### src/design/xor_checked_frame_receiver_core_assert.svh
// ----------------------------------------------------------------------------
// xor_checked_frame_receiver_core_assert.svh
// Assertion macros for the frame receiver. They expand to nothing in synthesis.
// ----------------------------------------------------------------------------
`ifndef XOR_CHECKED_FRAME_RECEIVER_CORE_ASSERT_SVH
`define XOR_CHECKED_FRAME_RECEIVER_CORE_ASSERT_SVH

`ifndef SYNTHESIS

// Clocked check, held off while reset is asserted
`define XCFR_ASSERT(lbl, prop, msg) \
  lbl: assert property (@(posedge clk) disable iff (!rst_n) prop) else $error(msg);

// Clocked check that also holds during reset
`define XCFR_ASSERT_ALWAYS(lbl, prop, msg) \
  lbl: assert property (@(posedge clk) prop) else $error(msg);

`else

`define XCFR_ASSERT(lbl, prop, msg)
`define XCFR_ASSERT_ALWAYS(lbl, prop, msg)

`endif

`endif

### src/design/xcfr_pkg.sv
// ----------------------------------------------------------------------------
// xcfr_pkg
// Shared types and codes for the XOR-checked frame receiver.
// ----------------------------------------------------------------------------
`timescale 1ns / 1ps

package xcfr_pkg;

  // Operation codes of an input item
  localparam logic [1:0] OP_ARM  = 2'd0;
  localparam logic [1:0] OP_BYTE = 2'd1;
  localparam logic [1:0] OP_TICK = 2'd2;

  // Frame status codes
  localparam logic [1:0] ST_OK       = 2'd0;
  localparam logic [1:0] ST_TIMEOUT  = 2'd1;
  localparam logic [1:0] ST_CHECKSUM = 2'd2;

  // Timeout register value after reset
  localparam logic [15:0] TIMEOUT_RESET = 16'd100;

  typedef struct packed {
    logic [1:0] operation;
    logic [7:0] rx_byte;
  } item_t;

  typedef struct packed {
    logic       byte_valid;
    logic [7:0] out_byte;
    logic [8:0] byte_index;
    logic       frame_done;
    logic [1:0] frame_status;
  } result_t;

endpackage

### src/design/xcfr_in_stage.sv
// ----------------------------------------------------------------------------
// xcfr_in_stage
// Input register: holds one item until the engine consumes it.
// ----------------------------------------------------------------------------
`timescale 1ns / 1ps

module xcfr_in_stage (
  input  logic           clk,
  input  logic           rst_n,
  input  logic           in_valid,
  output logic           in_stall,
  input  xcfr_pkg::item_t in_item,
  input  logic           fire,
  output logic           vld,
  output xcfr_pkg::item_t item
);
  import xcfr_pkg::*;

  logic  vld_r;
  logic  vld_nxt;
  item_t item_r;
  logic  load;

  // Take a new item when empty or when the held one is consumed
  assign in_stall = vld_r && !fire;
  assign load     = in_valid && !in_stall;
  assign vld_nxt  = load || (vld_r && !fire);

  always_ff @(posedge clk) begin
    if (!rst_n) begin
      vld_r <= 1'b0;
    end else begin
      vld_r <= vld_nxt;
    end
  end

  // Capture payload
  always_ff @(posedge clk) begin
    if (load) begin
      item_r <= in_item;
    end
  end

  assign vld  = vld_r;
  assign item = item_r;

endmodule

### src/design/xcfr_engine.sv
// ----------------------------------------------------------------------------
// xcfr_engine
// Frame state and per-item logic: arm, byte, tick, checksum and timeout.
// ----------------------------------------------------------------------------
`timescale 1ns / 1ps
`include "xor_checked_frame_receiver_core_assert.svh"

module xcfr_engine (
  input  logic             clk,
  input  logic             rst_n,
  input  logic             vld,
  input  xcfr_pkg::item_t  item,
  input  logic             fire,
  input  logic [15:0]      timeout_ticks,
  output logic             res_has,
  output xcfr_pkg::result_t res
);
  import xcfr_pkg::*;

  logic        recv_r,  recv_nxt;
  logic [8:0]  cnt_r,   cnt_nxt;
  logic [7:0]  len_r,   len_nxt;
  logic [7:0]  xor_r,   xor_nxt;
  logic [15:0] ticks_r, ticks_nxt;
  logic [9:0]  end_count;
  logic [15:0] ticks_dec;

  assign ticks_dec = ticks_r - 16'd1;

  // Next state and result for the held item
  always_comb begin
    recv_nxt  = recv_r;
    cnt_nxt   = cnt_r;
    len_nxt   = len_r;
    xor_nxt   = xor_r;
    ticks_nxt = ticks_r;
    res_has   = 1'b0;
    res       = '0;
    end_count = '0;
    case (item.operation)
      OP_ARM: begin
        recv_nxt  = 1'b1;
        cnt_nxt   = '0;
        len_nxt   = '0;
        xor_nxt   = '0;
        ticks_nxt = timeout_ticks;
      end
      OP_BYTE: begin
        if (recv_r) begin
          xor_nxt   = xor_r ^ item.rx_byte;
          len_nxt   = (cnt_r == 9'd1) ? item.rx_byte : len_r;
          cnt_nxt   = cnt_r + 9'd1;
          ticks_nxt = timeout_ticks;
          end_count = {2'b00, len_nxt} + 10'd2;
          res_has        = 1'b1;
          res.byte_valid = 1'b1;
          res.out_byte   = item.rx_byte;
          res.byte_index = cnt_r;
          if (cnt_nxt >= 9'd2 && {1'b0, cnt_nxt} >= end_count) begin
            recv_nxt         = 1'b0;
            res.frame_done   = 1'b1;
            res.frame_status = (xor_nxt != 8'd0) ? ST_CHECKSUM : ST_OK;
          end
        end
      end
      OP_TICK: begin
        if (recv_r && ticks_r != 16'd0) begin
          ticks_nxt = ticks_dec;
          if (ticks_dec == 16'd0) begin
            recv_nxt         = 1'b0;
            res_has          = 1'b1;
            res.byte_index   = cnt_r;
            res.frame_done   = 1'b1;
            res.frame_status = ST_TIMEOUT;
          end
        end
      end
      default: begin
        // Unused code: drop the item
      end
    endcase
  end

  // Advance state when the item is consumed
  always_ff @(posedge clk) begin
    if (!rst_n) begin
      recv_r  <= 1'b0;
      cnt_r   <= '0;
      len_r   <= '0;
      xor_r   <= '0;
      ticks_r <= '0;
    end else if (fire) begin
      recv_r  <= recv_nxt;
      cnt_r   <= cnt_nxt;
      len_r   <= len_nxt;
      xor_r   <= xor_nxt;
      ticks_r <= ticks_nxt;
    end
  end

  `XCFR_ASSERT(a_done_disarms, (fire && res_has && res.frame_done) |=> !recv_r, "frame end left receiver armed")
  `XCFR_ASSERT(a_arm_clears, (fire && item.operation == OP_ARM) |=> (recv_r && cnt_r == 9'd0 && xor_r == 8'd0), "arm did not restart the frame")
  `XCFR_ASSERT(a_timeout_form, (vld && res_has && !res.byte_valid) |-> (res.frame_done && res.frame_status == ST_TIMEOUT), "byteless result is not a timeout")
  `XCFR_ASSERT_ALWAYS(a_idle_no_result, (!recv_r && item.operation != OP_ARM) |-> !res_has, "result produced while not armed")

endmodule

### src/design/xcfr_out_stage.sv
// ----------------------------------------------------------------------------
// xcfr_out_stage
// Result register: holds one result item until the receiver takes it.
// ----------------------------------------------------------------------------
`timescale 1ns / 1ps

module xcfr_out_stage (
  input  logic              clk,
  input  logic              rst_n,
  input  logic              load,
  input  xcfr_pkg::result_t res,
  output logic              free,
  output logic              out_valid,
  input  logic              out_stall,
  output xcfr_pkg::result_t out_res
);
  import xcfr_pkg::*;

  logic    vld_r;
  logic    vld_nxt;
  result_t res_r;

  // Free when empty or when the held result leaves this cycle
  assign free    = !vld_r || !out_stall;
  assign vld_nxt = load || (vld_r && out_stall);

  always_ff @(posedge clk) begin
    if (!rst_n) begin
      vld_r <= 1'b0;
    end else begin
      vld_r <= vld_nxt;
    end
  end

  // Capture result payload
  always_ff @(posedge clk) begin
    if (load) begin
      res_r <= res;
    end
  end

  assign out_valid = vld_r;
  assign out_res   = res_r;

endmodule

### src/design/xor_checked_frame_receiver_core.sv
// ----------------------------------------------------------------------------
// xor_checked_frame_receiver_core
// Length-prefixed frame receiver with running XOR check and tick timeout.
// ----------------------------------------------------------------------------
//  channel | handshake            | payload
//  --------+----------------------+--------------------------------------------
//  in      | in_valid / in_stall  | in_operation, in_rx_byte
//  out     | out_valid / out_stall| out_byte_valid, out_byte, out_byte_index,
//          |                      | out_frame_done, out_frame_status
//  cfg     | cfg_we               | cfg_wdata (timeout_ticks)
//
// One item per cycle sustained while in_stall is low; an accepted item is held
// in the input register and processed from there, and its result passes through
// the result register to the out port. The input register and result register
// are each one deep; out_stall reaches in_stall only when the held item produces
// a result and the result register is full. Reset is synchronous and active low.
// ----------------------------------------------------------------------------
`timescale 1ns / 1ps

module xor_checked_frame_receiver_core (
  input  logic        clk,
  input  logic        rst_n,
  input  logic        in_valid,
  output logic        in_stall,
  input  logic [1:0]  in_operation,
  input  logic [7:0]  in_rx_byte,
  output logic        out_valid,
  input  logic        out_stall,
  output logic        out_byte_valid,
  output logic [7:0]  out_byte,
  output logic [8:0]  out_byte_index,
  output logic        out_frame_done,
  output logic [1:0]  out_frame_status,
  input  logic        cfg_we,
  input  logic [15:0] cfg_wdata
);
  import xcfr_pkg::*;

  logic [15:0] timeout_r;
  item_t       in_item;
  item_t       item;
  logic        item_vld;
  logic        fire;
  logic        res_has;
  result_t     res;
  logic        out_free;
  result_t     out_res;

  // Timeout register
  always_ff @(posedge clk) begin
    if (!rst_n) begin
      timeout_r <= TIMEOUT_RESET;
    end else if (cfg_we) begin
      timeout_r <= cfg_wdata;
    end
  end

  assign in_item.operation = in_operation;
  assign in_item.rx_byte   = in_rx_byte;

  // Consume the held item unless its result has nowhere to go
  assign fire = item_vld && (!res_has || out_free);

  xcfr_in_stage u_in (
    .clk      (clk),
    .rst_n    (rst_n),
    .in_valid (in_valid),
    .in_stall (in_stall),
    .in_item  (in_item),
    .fire     (fire),
    .vld      (item_vld),
    .item     (item)
  );

  xcfr_engine u_engine (
    .clk           (clk),
    .rst_n         (rst_n),
    .vld           (item_vld),
    .item          (item),
    .fire          (fire),
    .timeout_ticks (timeout_r),
    .res_has       (res_has),
    .res           (res)
  );

  xcfr_out_stage u_out (
    .clk       (clk),
    .rst_n     (rst_n),
    .load      (fire && res_has),
    .res       (res),
    .free      (out_free),
    .out_valid (out_valid),
    .out_stall (out_stall),
    .out_res   (out_res)
  );

  assign out_byte_valid   = out_res.byte_valid;
  assign out_byte         = out_res.out_byte;
  assign out_byte_index   = out_res.byte_index;
  assign out_frame_done   = out_res.frame_done;
  assign out_frame_status = out_res.frame_status;

endmodule

### config.mk
export PLATFORM = sky130hd
export DESIGN_NAME = xor_checked_frame_receiver_core
export DESIGN_NICKNAME = d
export VERILOG_FILES = /design/src/design/xcfr_pkg.sv /design/src/design/xcfr_in_stage.sv /design/src/design/xcfr_engine.sv /design/src/design/xcfr_out_stage.sv /design/src/design/xor_checked_frame_receiver_core.sv
export VERILOG_INCLUDE_DIRS = /design/src /design/src/design
export SDC_FILE = /design/constraint.sdc
export NUM_CORES = 1
export LEC_CHECK = 0
export BUFFER_PORTS_ARGS = -buffer_cell sky130_fd_sc_hd__buf_2
export CAP_MARGIN = 20
export CELL_PAD_IN_SITES_DETAIL_PLACEMENT = 1
export CELL_PAD_IN_SITES_GLOBAL_PLACEMENT = 2
export CORE_ASPECT_RATIO = 0.6
export CORE_MARGIN = 2
export CORE_UTILIZATION = 37
export DETAILED_ROUTE_END_ITERATION = 8
export PLACE_DENSITY = 0.91
export SLEW_MARGIN = 15
export SYNTH_ARGS = -nofsm -noshare
export SYNTH_HDL_FRONTEND = slang
export SYNTH_SLANG_ARGS = --single-unit
### constraint.sdc
create_clock -name clk -period 4.3 [get_ports clk]
set_input_delay 0.86 -clock clk [delete_from_list [all_inputs] [get_ports clk]]
set_output_delay 0.86 -clock clk [all_outputs]
set_load 0.05 [all_outputs]
* Word-level counts from Yosys, hierarchy flattened
Index checks and enable logic that the tools add are counted.
** Storage, ports and cells
- Flip-flop bits (word level) :: 91
- Input port bits :: 31
- Word-level logic and storage cells :: 78
** Cells by class
- Add/subtract/negate cells :: 3
- Magnitude comparators :: 2
- Equality and inequality tests :: 6
- Multiplexer cells :: 25
- Bitwise logic cells :: 1
- Reductions and logical operators :: 26
** Operator list (number)
- $pmux W16 S3 :: 1
- $mux W16 :: 2
- $pmux W8 S2 :: 2
- $mux W12 :: 2
- $mux W8 :: 3
- $pmux W12 S2 :: 1
- $mux W21 :: 1
- $pmux W9 S2 :: 1
- $logic_not A16 Y1 :: 1
- $reduce_bool A16 Y1 :: 1
- $sub A16 B1 Y16 const B :: 1
- $ge A9 B10 Y1 :: 1
- $add A8 B2 Y9 const B :: 1
- $add A9 B1 Y9 const B :: 1
- $eq A9 B1 Y1 const B :: 1
- $ge A9 B2 Y1 const B :: 1
- $mux W9 :: 1
- $reduce_and A4 Y1 :: 2
- $reduce_bool A8 Y1 :: 1
- $xor A8 B8 Y8 :: 1
- $logic_and A1 B1 Y1 :: 7
- $mux W1 :: 7
- $ne A2 B1 Y1 const B :: 3
- $logic_not A1 Y1 :: 5
- other kinds (12) :: 15

* Longest topological paths before layout
Gate-level depths: netlist of the first run.
- Depth in word-level cells :: 13
- Depth in mapped cells :: 15
- Mapped depth without buffers :: 15

* By module
Synthesis of the first run repeated with hierarchy kept, for this count alone.
** Second synthesis, totals
- Cells, all modules :: 525
- Area, all modules :: 4963.5 sq um
** By module, submodules not included
- xcfr_engine :: times used 1, cells an instance 432, area each 3324.4 sq um
- xcfr_out_stage :: times used 1, cells an instance 25, area each 665.6 sq um
- xor_checked_frame_receiver_core :: times used 1, cells an instance 54, area each 625.6 sq um
- xcfr_in_stage :: times used 1, cells an instance 14, area each 347.8 sq um

* Worst setup path before layout of the first run
Ideal clock, no wire load.
- Path type :: register to output
- Start point :: register u_engine.ticks_r[0]
- End point :: output port in_stall
- Data arrival time :: 3.036 ns
- Required time :: 3.440 ns
- Setup slack :: 0.404 ns
- Cell stages (with the launch flop) :: 12
- Cell sequence :: dfxtp_1 buf_4 inv_1 ha_1 or4b_1 buf_2 and4b_2 xor2_2 nor4_2 a41o_1 nand2_1 nor2_1
** On the way
- Cells in the longest elaborated chain, start to end :: 10
- Elaborated cells between the ends (all ways) :: 12
- Classes of those cells :: 1 x add/sub; 3 x mux; 8 x reduce/logical
** Ends and longest elaborated chain
- from (decl) :: RTL line xcfr_engine.sv:24 : logic [15:0] ticks_r, ticks_nxt;
- from (signal assigned) :: RTL line xcfr_engine.sv:97 : ticks_r <= ticks_nxt;
- $sub A16 B1 Y16 :: RTL line xcfr_engine.sv:28 : assign ticks_dec = ticks_r - 16'd1;
- $logic_not A16 Y1 :: RTL line xcfr_engine.sv:69 : if (ticks_dec == 16'd0) begin
- $mux W1 :: RTL line xcfr_engine.sv:69
- $mux W1 * :: RTL line xcfr_engine.sv:67 : if (recv_r && ticks_r != 16'd0) begin
- $pmux W1 S2 * :: RTL line xcfr_engine.sv:40 : case (item.operation)
- $logic_not A1 Y1 * :: RTL line xor_checked_frame_receiver_core.sv:62 : assign fire = item_vld && (!res_has || out_free);
- $logic_or A1 B1 Y1 * :: RTL line xor_checked_frame_receiver_core.sv:62
- $logic_and A1 B1 Y1 * :: RTL line xor_checked_frame_receiver_core.sv:62
- $logic_not A1 Y1 * :: RTL line xcfr_in_stage.sv:25 : assign in_stall = vld_r && !fire;
- $logic_and A1 B1 Y1 * :: RTL line xcfr_in_stage.sv:25
- to (decl) :: RTL line xor_checked_frame_receiver_core.sv:24 : output logic in_stall,
Mark *: on every way between the ends. The rest lies on a longest branch, timed or not.

* Final worst setup path of the first run
Ends and elaborated chain as after synthesis.

==> impl_metrics.env, run 1 <==
export IMPL_outcome="completed"
export IMPL_drive_above_1_share_pct=19.4
export IMPL_critical_path_required_ns=3.44
export IMPL_reg_to_reg_slack_setup_ns=0.37
export IMPL_groute_layer_met1_usage_pct=29.2
export IMPL_layout_worst_path_cycle_share_pct=96.1
export IMPL_design_die_area_um2=14700
export IMPL_grt_overflow_total=0
export IMPL_final_design_area_no_fill_um2=5720
export IMPL_setup_slack_ns=0.168
export IMPL_finalHoldViolations=0
export IMPL_design_power_total_uw=2050
export IMPL_crit_path_end_kind="primary output"
export IMPL_critical_path_arrival_ns=3.27
export IMPL_syn_avg_cell_area_um2=9.60
export IMPL_timing_final_setup_violations=0
export IMPL_initialDrtViolationCount=326
export IMPL_worst_r2r_endpoint="u_out.out_res[1]"
export IMPL_post_cts_setup_buffer_count=0
export IMPL_cts_hold_repair_buffers=0
export IMPL_crit_start="u_engine.ticks_r[0]"
export IMPL_route_final_wire_length_um=14700
export IMPL_post_synthesis_sequential_area_ratio_pct=42.0
export IMPL_worst_clk_skew_ns=0.00912
export IMPL_synth_seq_cells=91
export IMPL_dpl_hpwl_um=10700
export IMPL_cts_path_max_buffers=2
export IMPL_ys_async_sr_fraction_pct=0
export IMPL_syn_num_nets=578
export IMPL_worst_slew_pin_transition_ns=0.832
export IMPL_clk_pin_slew_worst_paths_ns=0.07
export IMPL_dieWidth_um=155
export IMPL_vias=4227
export IMPL_gr_usage_met3_pct=4.36
export IMPL_unrepaired_setup_endpoints_after_global_routing="false"
export IMPL_design_final_nets=611
export IMPL_htree_levels=3
export IMPL_die_h_um=94.7
export IMPL_synth_cell_types=76
export IMPL_tritoncts_num_sinks=91
export IMPL_grt_first_pass_wirelength_um=23200
export IMPL_syn2layout_area_growth_pct=12.6
export IMPL_core_area_um2=13500
export IMPL_maxSlewHeadroom_pct=44.5
export IMPL_global_route_usage_met2_pct=31.3
export IMPL_global_route_usage_total_pct=20.3
export IMPL_grt_pass1_vias=4220
export IMPL_clock_fmax_mhz=242
export IMPL_post_synth_instance_area_um2=5080
export IMPL_final_period_minus_worst_setup_slack_ns=4.13
export IMPL_startpoint_type="register"
export IMPL_clock_insertion_delay_worst_skew_ns=0.34
export IMPL_dr_pass1_iters=5
export IMPL_post_drt_via_cell_ratio=5.70
export IMPL_antennaDiodeCount=0
export IMPL_path_cells="inv_1, ha_2, or4b_4, and4b_2, xor2_2, nor4_4, a41o_1, nand2_1, nor2_1, clkbuf_4"
export IMPL_start_util_pct=37.5
export IMPL_post_dp_cell_area_um2=5380
export IMPL_placement_rows=33
export IMPL_number_of_instances_in_the_synthesized_netlist=529
export IMPL_vdd_ir_drop_worst_uv=191
export IMPL_worst_hold_path_type="reg2reg"
export IMPL_synth_edf_count=31
export IMPL_placement_io_buffers=53
export IMPL_timing_critical_path_slowest_cell_delay_ns=0.55
export IMPL_globalRoute_busiestLayer="met2"
export IMPL_pwr_density_cell_nw_per_um2=359
export IMPL_cp_endpoint="in_stall"
export IMPL_yosysWarningCount=0
export IMPL_cpMaxStageDelayCell="or4b_4"
export IMPL_numCtsBuffers=9
export IMPL_r2r_worst_path_cells=15
export IMPL_final_setup_tns_ns=0
export IMPL_timing_worst_setup_path_type="reg2out"
export IMPL_drv_cap=0
export IMPL_wl_per_cell_um=19.8
export IMPL_drt_drc_violations_left=0
export IMPL_pre_cts_slack_ns=0.380
export IMPL_cts_root_buffer="clkbuf_16"
export IMPL_static_leakage_power_uw=0.00236
export IMPL_filler_cell_count=1541
export IMPL_num_io_pins=54
export IMPL_tritoncts_clock_tree="yes"
export IMPL_placer_congestion=0.996
export IMPL_antenna_violating_nets_post_route=0
export IMPL_maximum_number_of_pins_on_one_net_before_global_route_repair=33
export IMPL_antenna_found_initial=0
export IMPL_most_frequently_used_flop_master_after_synthesis="dfxtp_1"
export IMPL_timing_rr_start="u_engine.cnt_r[0]"
export IMPL_maxSlewViolCount=0
export IMPL_critical_path_max_fanout=10
==> cells in the final DEF (no fill, tap or decap), drive strengths merged, types with 12 or more instances in the layout <==
cell    instances
nand3          19
ha             18
edfxtp         31
clkbuf         13
buf            58
nor2           48
xor2           16
xnor2          12
inv            20
nand2          40
o21ai          28
mux2i          24
dfxtp          60
a22o           12
and3           13
a21oi          19
==> stage by stage <==
| step | utilization [%] | hold slack (ns) | std cells |
|---|---|---|---|
| 2_1_floorplan | - | 0.437 | 529 |
| 5_1_grt | 42.2 | 0.507 | 742 |
| 6_report | 42.2 | 0.482 | 742 |
| 3_3_place_gp | 39.7 | 0.451 | 725 |
| 4_1_cts | 42.0 | 0.480 | 741 |
| 3_5_place_dp | 39.7 | 0.458 | 725 |
==> how the worst min path moves through the flow <==
stage                     depth (start not counted)              start                 to
after floorplan                                   1  u_engine.len_r[0]  u_engine.len_r[0]
after global placement                            1  u_engine.len_r[0]  u_engine.len_r[0]
after detailed placement                          1  u_engine.len_r[0]  u_engine.len_r[0]
after CTS                                         1  u_engine.len_r[0]  u_engine.len_r[0]
after global routing                              1  u_engine.len_r[1]  u_engine.len_r[1]
final                                             1  u_engine.len_r[2]  u_engine.len_r[2]
==> cells in the mapped netlist (all sizes together), types with 8 or more instances <==
cell / number / area, um^2
nand2: 40 / 150
edfxtp: 31 / 931
nor4: 10 / 75.1
and2: 10 / 63.8
inv: 19 / 71.3
ha: 18 / 225
a31o: 8 / 70.1
a22o: 12 / 105
clkbuf: 22 / 113
dfxtp: 60 / 1200
o31ai: 9 / 67.6
nor2: 48 / 183
buf: 14 / 114
xor2: 16 / 148
a21oi: 19 / 98.9
and3: 13 / 83.8
mux2i: 24 / 240
nand2b: 9 / 63.8
xnor2: 12 / 113
nand3: 19 / 95.1
o21ai: 28 / 151
nor3: 8 / 51.3
==> cells by family after synthesis <==
logic type      Yosys count  share of synthesized area, %
compound gates          118                          16.5
simple gates            188                          19.8
flops                    91                          42.0
fa+ha+maj                18                          4.44
mux                      30                          6.06
xor+xnor                 28                          5.13
buf+inv                  56                          6.06
==> critical path: cells and delay by family (launching register included) <==
kind | cells | cell delay [ns]
and+or+nand+nor | 5 | 1.54
DFF | 1 | 0.40
buffers and inverters | 2 | 0.38
AOI/OAI and AO/OA | 1 | 0.25
adders and majority gates | 1 | 0.24
xor gates and xnor gates | 1 | 0.11
==> per-layer routing <==
layer / share of wire, % / routed length [um]
met5: 0 / 0
met4: 0.86 / 126
met3: 5.7 / 834
met2: 43 / 6390
met1: 50 / 7340
==> layout make-up <==
type                            instances  area (um^2)  share of cell area [%]
Clock buffer                           12          246                    4.31
Clock inverter                          4         58.8                    1.03
Inverter                               19         71.3                    1.25
Multi-Input combinational cell        382         2660                    46.5
Sequential cell                        91         2130                    37.3
Tap cell                              175          219                    3.83
Timing Repair Buffer                   59          333                    5.82
==> sequential cells by signal, indices dropped and copies added, names as in the netlist <==
| name | cells |
|---|---|
| u_engine.ticks_r | 16 |
| timeout_r | 16 |
| u_engine.xor_r | 8 |
| u_engine.cnt_r | 9 |
| u_in.item | 10 |
| u_engine.len_r | 8 |
| u_out.out_valid | 1 |
| u_engine.recv_r | 1 |
| u_in.vld | 1 |
| u_out.out_res | 21 |
==> where the power goes <==
part / internal [uW] / switching (uW) / total (uW)
sequential: 911 / 37.2 / 949
clock: 474 / 350 / 823
combinational: 107 / 172 / 279
total: 1490 / 559 / 2050
==> timing repair <==
| item | 4_1_cts | 5_1_grt |
|---|---|---|
| hold endpoints to repair | 0 | 0 |
| gates resized for setup | 1 | 3 |
| endpoints found under the setup margin | 1 | 1 |
Power figures use the tool's default switching activity.
==> inputs of run 2 (changes only) <==
--- a/config.mk
+++ b/config.mk
@@ -15,7 +15,6 @@
 export CORE_UTILIZATION = 37
 export DETAILED_ROUTE_END_ITERATION = 8
 export PLACE_DENSITY = 0.91
-export SLEW_MARGIN = 15
 export SYNTH_ARGS = -nofsm -noshare
 export SYNTH_HDL_FRONTEND = slang
 export SYNTH_SLANG_ARGS = --single-unit
==> constraint.sdc (replaced) <==
create_clock -name clk -period 4.3 [get_ports clk]
set_input_delay 0.645 -clock clk [delete_from_list [all_inputs] [get_ports clk]]
set_output_delay 0.645 -clock clk [all_outputs]
set_load 0.05 [all_outputs]
==> impl_metrics.env, run 2 (synthesis gave the netlist of run 1 again) <==
export IMPL_worst_r2r_endpoint="u_out.out_res[2]"
export IMPL_finalHoldViolations=0
export IMPL_timing_worst_setup_path_type="reg2out"
export IMPL_critical_path_required_ns=3.65
export IMPL_grt_pass1_vias=4175
export IMPL_placement_rows=33
export IMPL_vias=4208
export IMPL_placedCellCount=727
export IMPL_timing_rr_start="u_engine.cnt_r[0]"
export IMPL_cpMaxStageDelayCell="or4b_4"
export IMPL_min_path_cells=1
export IMPL_post_cts_setup_buffer_count=0
export IMPL_reg_to_reg_slack_setup_ns=0.55
export IMPL_final_period_minus_worst_setup_slack_ns=4.07
export IMPL_crit_start="u_engine.ticks_r[0]"
export IMPL_final_setup_tns_ns=0
export IMPL_critical_path_arrival_ns=3.42
export IMPL_maxSlewViolCount=0
export IMPL_layout_worst_path_cycle_share_pct=94.6
export IMPL_seqPwrFrac_pct=47.2
export IMPL_tritoncts_num_sinks=91
export IMPL_drive_above_1_share_pct=19.2
export IMPL_grt_first_pass_wirelength_um=23300
export IMPL_final_hold_worst_slack_ns=0.470
export IMPL_clk_pin_slew_worst_paths_ns=0.07
export IMPL_worst_hold_startpoint="in_rx_byte[3]"
export IMPL_timing_critical_path_slowest_cell_delay_ns=0.57
export IMPL_final_common_cell="dfxtp_1"
export IMPL_cts_path_max_buffers=2
export IMPL_num_io_pins=54
export IMPL_dieWidth_um=155
export IMPL_post_cts_resize_count=0
export IMPL_antenna_found_initial=0
export IMPL_worst_slew_pin_transition_ns=0.800
export IMPL_p_clk_share_pct=39.2
export IMPL_core_area_um2=13500
export IMPL_placer_congestion=1.01
export IMPL_worstHoldEndpoint="u_in.item[3]"
export IMPL_net_switching_power_uw=545
export IMPL_dpl_hpwl_um=10700
export IMPL_comb_power_share_pct=13.6
export IMPL_drv_cap=0
export IMPL_tritoncts_clock_tree="yes"
export IMPL_clock_insertion_delay_worst_skew_ns=0.35
export IMPL_worst_clk_skew_ns=0.00846
export IMPL_outcome="completed"
export IMPL_global_route_usage_total_pct=20.3
export IMPL_dr_pass1_iters=4
export IMPL_p_sw_share_pct=27.1
export IMPL_htree_levels=3
export IMPL_placement_io_buffers=53
export IMPL_antennaDiodeCount=0
export IMPL_critical_path_max_fanout=10
export IMPL_wl_per_cell_um=19.5
export IMPL_finish_utilization_pct=41.9
export IMPL_startpoint_type="register"
export IMPL_route_final_wire_length_um=14400
export IMPL_crit_path_end_kind="primary output"
export IMPL_pwr_density_cell_nw_per_um2=355
export IMPL_path_cells="inv_1, ha_1, or4b_4, and4b_2, xor2_2, nor4_2, a41o_1, nand2_1, nor2_1, buf_2"
export IMPL_vdd_ir_drop_worst_uv=161
export IMPL_timing_final_setup_violations=0
export IMPL_syn2layout_area_growth_pct=11.7
export IMPL_drt_drc_violations_left=0
export IMPL_fin_cells=742
export IMPL_numCtsBuffers=9
export IMPL_clock_fmax_mhz=246
export IMPL_max_ffs_per_register=21
export IMPL_cts_root_buffer="clkbuf_16"
export IMPL_worst_hold_path_type="in2reg"
export IMPL_antenna_violating_nets_post_route=0
export IMPL_start_util_pct=37.5
export IMPL_r2r_worst_path_cells=15
export IMPL_design_final_nets=612
export IMPL_design_die_area_um2=14700
export IMPL_initialDrtViolationCount=295
export IMPL_post_drt_via_cell_ratio=5.67
export IMPL_final_cell_mix="dfxtp_1 (60), buf_2 (53), nor2_1 (47)"
export IMPL_static_leakage_power_uw=0.00234
export IMPL_die_h_um=94.7
export IMPL_cts_hold_repair_buffers=0
export IMPL_maxSlewHeadroom_pct=46.7
export IMPL_grt_overflow_total=0
export IMPL_internal_power_uw=1470
export IMPL_filler_cell_count=1546
export IMPL_maximum_number_of_pins_on_one_net_before_global_route_repair=32
export IMPL_unrepaired_setup_endpoints_after_global_routing="false"
==> run 2: per-stage QoR <==
stage          cell area, um^2  total power (uW)  setup slack (ns)
5_1_grt                   5670              2090           0.00664
3_5_place_dp              5380              1230             0.519
6_report                  5670              2010             0.232
4_1_cts                   5670              2020             0.109
3_3_place_gp              5380              1220             0.682
2_1_floorplan             5080              1150             0.436
==> run 2: area by class of cell <==
class	count	area [um^2]	share of cell area (%)
Clock buffer	11	233	4.10
Clock inverter	4	53.8	0.949
Inverter	19	71.3	1.26
Multi-Input combinational cell	382	2650	46.6
Sequential cell	91	2130	37.6
Tap cell	175	219	3.86
Timing Repair Buffer	60	318	5.60
==> run 2: worst max-delay path by stage <==
stage	to	slack (ns)	cells past startpoint
CTS	in_stall	0.11	10
detailed placement	in_stall	0.52	10
global route	in_stall	0.007	10
global placement	in_stall	0.68	10
floorplan	u_out.out_res[0]	0.44	11
finish	in_stall	0.23	10
==> run 2: metal layers <==
| layer | GRT usage [%] | vias up | part of all wire [%] |
|---|---|---|---|
| met5 | 0 | - | 0 |
| met4 | 3.52 | 0 | 0.64 |
| met3 | 4.22 | 10 | 5.7 |
| met2 | 30.3 | 124 | 42 |
| met1 | 30.5 | 2086 | 52 |
| li1 | - | 1988 | - |
==> run 2: power by group through the flow <==
stage | sequential [uW] | combinational [uW] | clock [uW]
global placement | 964 | 258 | 0
floorplan | 948 | 207 | 0
CTS | 947 | 268 | 807
finish | 948 | 274 | 788
global route | 951 | 300 | 836
detailed placement | 966 | 267 | 0
==> run 2: worst max-delay path, delay by kind of cell, from the launching register on <==
kind | cells | cell delay (ns)
compound gates | 1 | 0.25
xor+xnor | 1 | 0.10
fa+ha+maj | 1 | 0.29
simple gates | 5 | 1.62
buf+inv | 2 | 0.41
flops | 1 | 0.40
==> inputs of run 3 (changes only) <==
--- a/config.mk
+++ b/config.mk
@@ -6,13 +6,14 @@
 export SDC_FILE = /design/constraint.sdc
 export NUM_CORES = 1
 export LEC_CHECK = 0
+export ABC_AREA = 1
 export BUFFER_PORTS_ARGS = -buffer_cell sky130_fd_sc_hd__buf_2
 export CAP_MARGIN = 20
 export CELL_PAD_IN_SITES_DETAIL_PLACEMENT = 1
 export CELL_PAD_IN_SITES_GLOBAL_PLACEMENT = 2
 export CORE_ASPECT_RATIO = 0.6
 export CORE_MARGIN = 2
-export CORE_UTILIZATION = 37
+export CORE_UTILIZATION = 34
 export DETAILED_ROUTE_END_ITERATION = 8
 export PLACE_DENSITY = 0.91
 export SYNTH_ARGS = -nofsm -noshare
==> impl_metrics.env, run 3 <==
export IMPL_outcome="completed"
export IMPL_layout_worst_path_cycle_share_pct=88.8
export IMPL_crit_top_cell="nand2_1"
export IMPL_critical_path_required_ns=4.54
export IMPL_start_util_pct=35.3
export IMPL_placement_io_buffers=53
export IMPL_tritoncts_num_sinks=91
export IMPL_dpl_hpwl_um=10000
export IMPL_finalHoldViolations=0
export IMPL_timing_critical_path_slowest_cell_delay_ns=0.45
export IMPL_dieWidth_um=159
export IMPL_worst_slew_pin_transition_ns=0.959
export IMPL_final_common_cell="nand2_1"
export IMPL_cts_root_buffer="clkbuf_16"
export IMPL_most_numerous_cell_in_the_yosys_netlist="nand2_1"
export IMPL_maximum_number_of_pins_on_one_net_before_global_route_repair=35
export IMPL_cpMaxStageDelayCell="dfxtp_1"
export IMPL_maxSlewViolCount=0
export IMPL_dominant_combinational_cell_family_by_area_after_synthesis="simple AND/OR/NAND/NOR gates"
export IMPL_antenna_violating_nets_post_route=0
export IMPL_multi_input_comb_area_um2=2350
export IMPL_startpoint_type="register"
export IMPL_final_seq_area_um2=2130
export IMPL_cts_hold_repair_buffers=0
export IMPL_drive_above_1_share_pct=17.6
export IMPL_area_share_of_the_largest_cell_type_after_synthesis_pct=24.6
export IMPL_synth_top_cells_by_area="dfxtp_1 (25%), edfxtp_1 (19%), nand2_1 (11%), nor2_1 (8.7%), inv_1 (5.5%)"
export IMPL_wl_per_cell_um=15.4
export IMPL_number_of_instances_in_the_synthesized_netlist=639
export IMPL_route_final_wire_length_um=13500
export IMPL_antenna_found_initial=0
export IMPL_simple_gate_fraction_of_synth_area_pct=29.3
export IMPL_mux_contribution_to_synthesized_area_pct=0
export IMPL_dr_pass1_iters=4
export IMPL_num_io_pins=54
export IMPL_fin_cells=881
export IMPL_drv_cap=0
export IMPL_global_route_usage_total_pct=18.2
export IMPL_antennaDiodeCount=0
export IMPL_grt_first_pass_wirelength_um=22400
export IMPL_filler_cell_count=1719
export IMPL_placer_congestion=0.860
export IMPL_core_area_um2=13800
export IMPL_yosysWarningCount=0
export IMPL_timing_worst_setup_path_type="reg2reg"
export IMPL_final_hold_worst_slack_ns=0.467
export IMPL_critical_path_max_fanout=13
export IMPL_worst_hold_path_type="in2reg"
export IMPL_clk_pin_slew_worst_paths_ns=0.07
export IMPL_maxSlewHeadroom_pct=36.0
export IMPL_grt_overflow_total=0
export IMPL_clock_insertion_delay_worst_skew_ns=0.35
export IMPL_post_synth_xor_area_fraction_pct=3.76
export IMPL_post_drt_via_cell_ratio=4.77
export IMPL_final_cell_mix="nand2_1 (147), nor2_1 (113), inv_1 (71)"
export IMPL_placement_rows=33
export IMPL_tritoncts_clock_tree="yes"
export IMPL_synth_seq_cells=91
export IMPL_syn2layout_area_growth_pct=14.0
export IMPL_htree_levels=3
export IMPL_numCtsBuffers=9
export IMPL_die_h_um=96.9
export IMPL_final_period_minus_worst_setup_slack_ns=3.82
export IMPL_design_final_nets=733
export IMPL_vdd_ir_drop_worst_uv=167
export IMPL_grt_pass1_vias=4313
export IMPL_unrepaired_setup_endpoints_after_global_routing="false"
export IMPL_max_ffs_per_register=21
export IMPL_cts_path_max_buffers=2
export IMPL_post_synth_instance_area_um2=4890
export IMPL_vias=4204
export IMPL_initialDrtViolationCount=267
export IMPL_syn_num_nets=688
export IMPL_placedCellCount=865
export IMPL_clock_fmax_mhz=262
export IMPL_ys_async_sr_fraction_pct=0
export IMPL_final_setup_tns_ns=0
export IMPL_most_frequently_used_flop_master_after_synthesis="dfxtp_1"
export IMPL_syn_avg_cell_area_um2=7.65
export IMPL_timing_final_setup_violations=0
export IMPL_worst_clk_skew_ns=0.0106
export IMPL_synth_edf_count=31
export IMPL_synth_area_leader_cell="dfxtp_1"
export IMPL_critical_path_arrival_ns=4.06
export IMPL_synth_compound_gate_area_share_pct=10.4
export IMPL_static_leakage_power_uw=0.00256
export IMPL_design_die_area_um2=15400
export IMPL_synthAdderAreaFrac_pct=4.61
export IMPL_synth_cell_types=37
export IMPL_yosys_top_cells_count="nand2_1 (147), nor2_1 (113), inv_1 (72)"
export IMPL_pwr_density_cell_nw_per_um2=363
export IMPL_post_synthesis_sequential_area_ratio_pct=43.6
export IMPL_drt_drc_violations_left=0
export IMPL_crit_path_end_kind="register"
export IMPL_path_cells="ha_1, nand2_1, nor3_1, nand2_1, clkinvlp_4, nor2_1, a21oi_1, ha_1, nand3_1, nand3b_1, xor2_1, ha_1, nand2_1, nor4_1, nand2_1, nand4_1, nand2_1, nand2_1, o21ai_0, nor2_1, nor2_1"
==> run 3: cell families (layout without fill, tap and decap cells) <==
family | Yosys count | count (layout)
adder cells (fa/ha/maj) | 18 | 18
AO/OA/AOI/OAI | 85 | 85
AND/OR/NAND/NOR | 327 | 327
flip-flops | 91 | 91
XOR/XNOR | 21 | 21
buffers and inverters | 97 | 147
==> run 3: per-layer routing <==
layer,track usage [%],vias to the layer above,part of all wire (%)
met4,4.52,0,0.98
met2,27.0,81,41
met1,27.0,2002,54
met5,0,-,0
met3,3.34,10,4.4
li1,-,2111,-
==> run 3: final timing paths <==
kind                           from               to  cells after the start  slack [ns]
setup / recovery  u_engine.cnt_r[0]  u_engine.recv_r                     21        0.48
hold / removal        in_rx_byte[5]     u_in.item[5]                      1        0.47
setup reg to reg  u_engine.cnt_r[0]  u_engine.recv_r                     21        0.48
hold reg to reg       timeout_r[15]    timeout_r[15]                      2        0.47
==> run 3: layout make-up <==
cell class                      count  area share, %
Timing Repair Buffer               54           4.90
Inverter                           77           5.26
Multi-Input combinational cell    451           42.2
Clock buffer                        9           4.04
Tap cell                          192           4.31
Sequential cell                    91           38.3
Clock inverter                      7           1.06
==> run 3: critical path, delay by kind of cell (launching register included) <==
kind                       cells  cell delay (ns)
AOI/OAI and AO/OA              2             0.37
xor gates and xnor gates       1             0.18
adders and majority gates      3             0.81
buffers and inverters          1             0.25
DFF                            1             0.45
and+or+nand+nor               14             1.67
==> run 3: repair_timing <==
| item | in CTS | in global routing |
|---|---|---|
| setup buffers | 0 | 0 |
| hold endpoints to repair | 0 | 0 |
| gates resized for setup | 0 | 1 |
| setup endpoints to repair | 0 | 1 |
==> run 3: through the flow <==
stage          area, um^2  utilization (%)  total power, uW  setup slack, ns
3_3_place_gp         5280             38.2             1260            0.765
6_report             5570             40.3             2020            0.483
2_1_floorplan        4890                -             1180             1.22
5_1_grt              5570             40.3             2130           0.0704
4_1_cts              5570             40.2             2050            0.392
3_5_place_dp         5280             38.2             1270            0.435
==> run 3: where the power goes <==
group / switching, uW / internal [uW] / total, uW
combinational: 205 / 97.2 / 303
sequential: 27.0 / 917 / 944
clock: 376 / 402 / 777
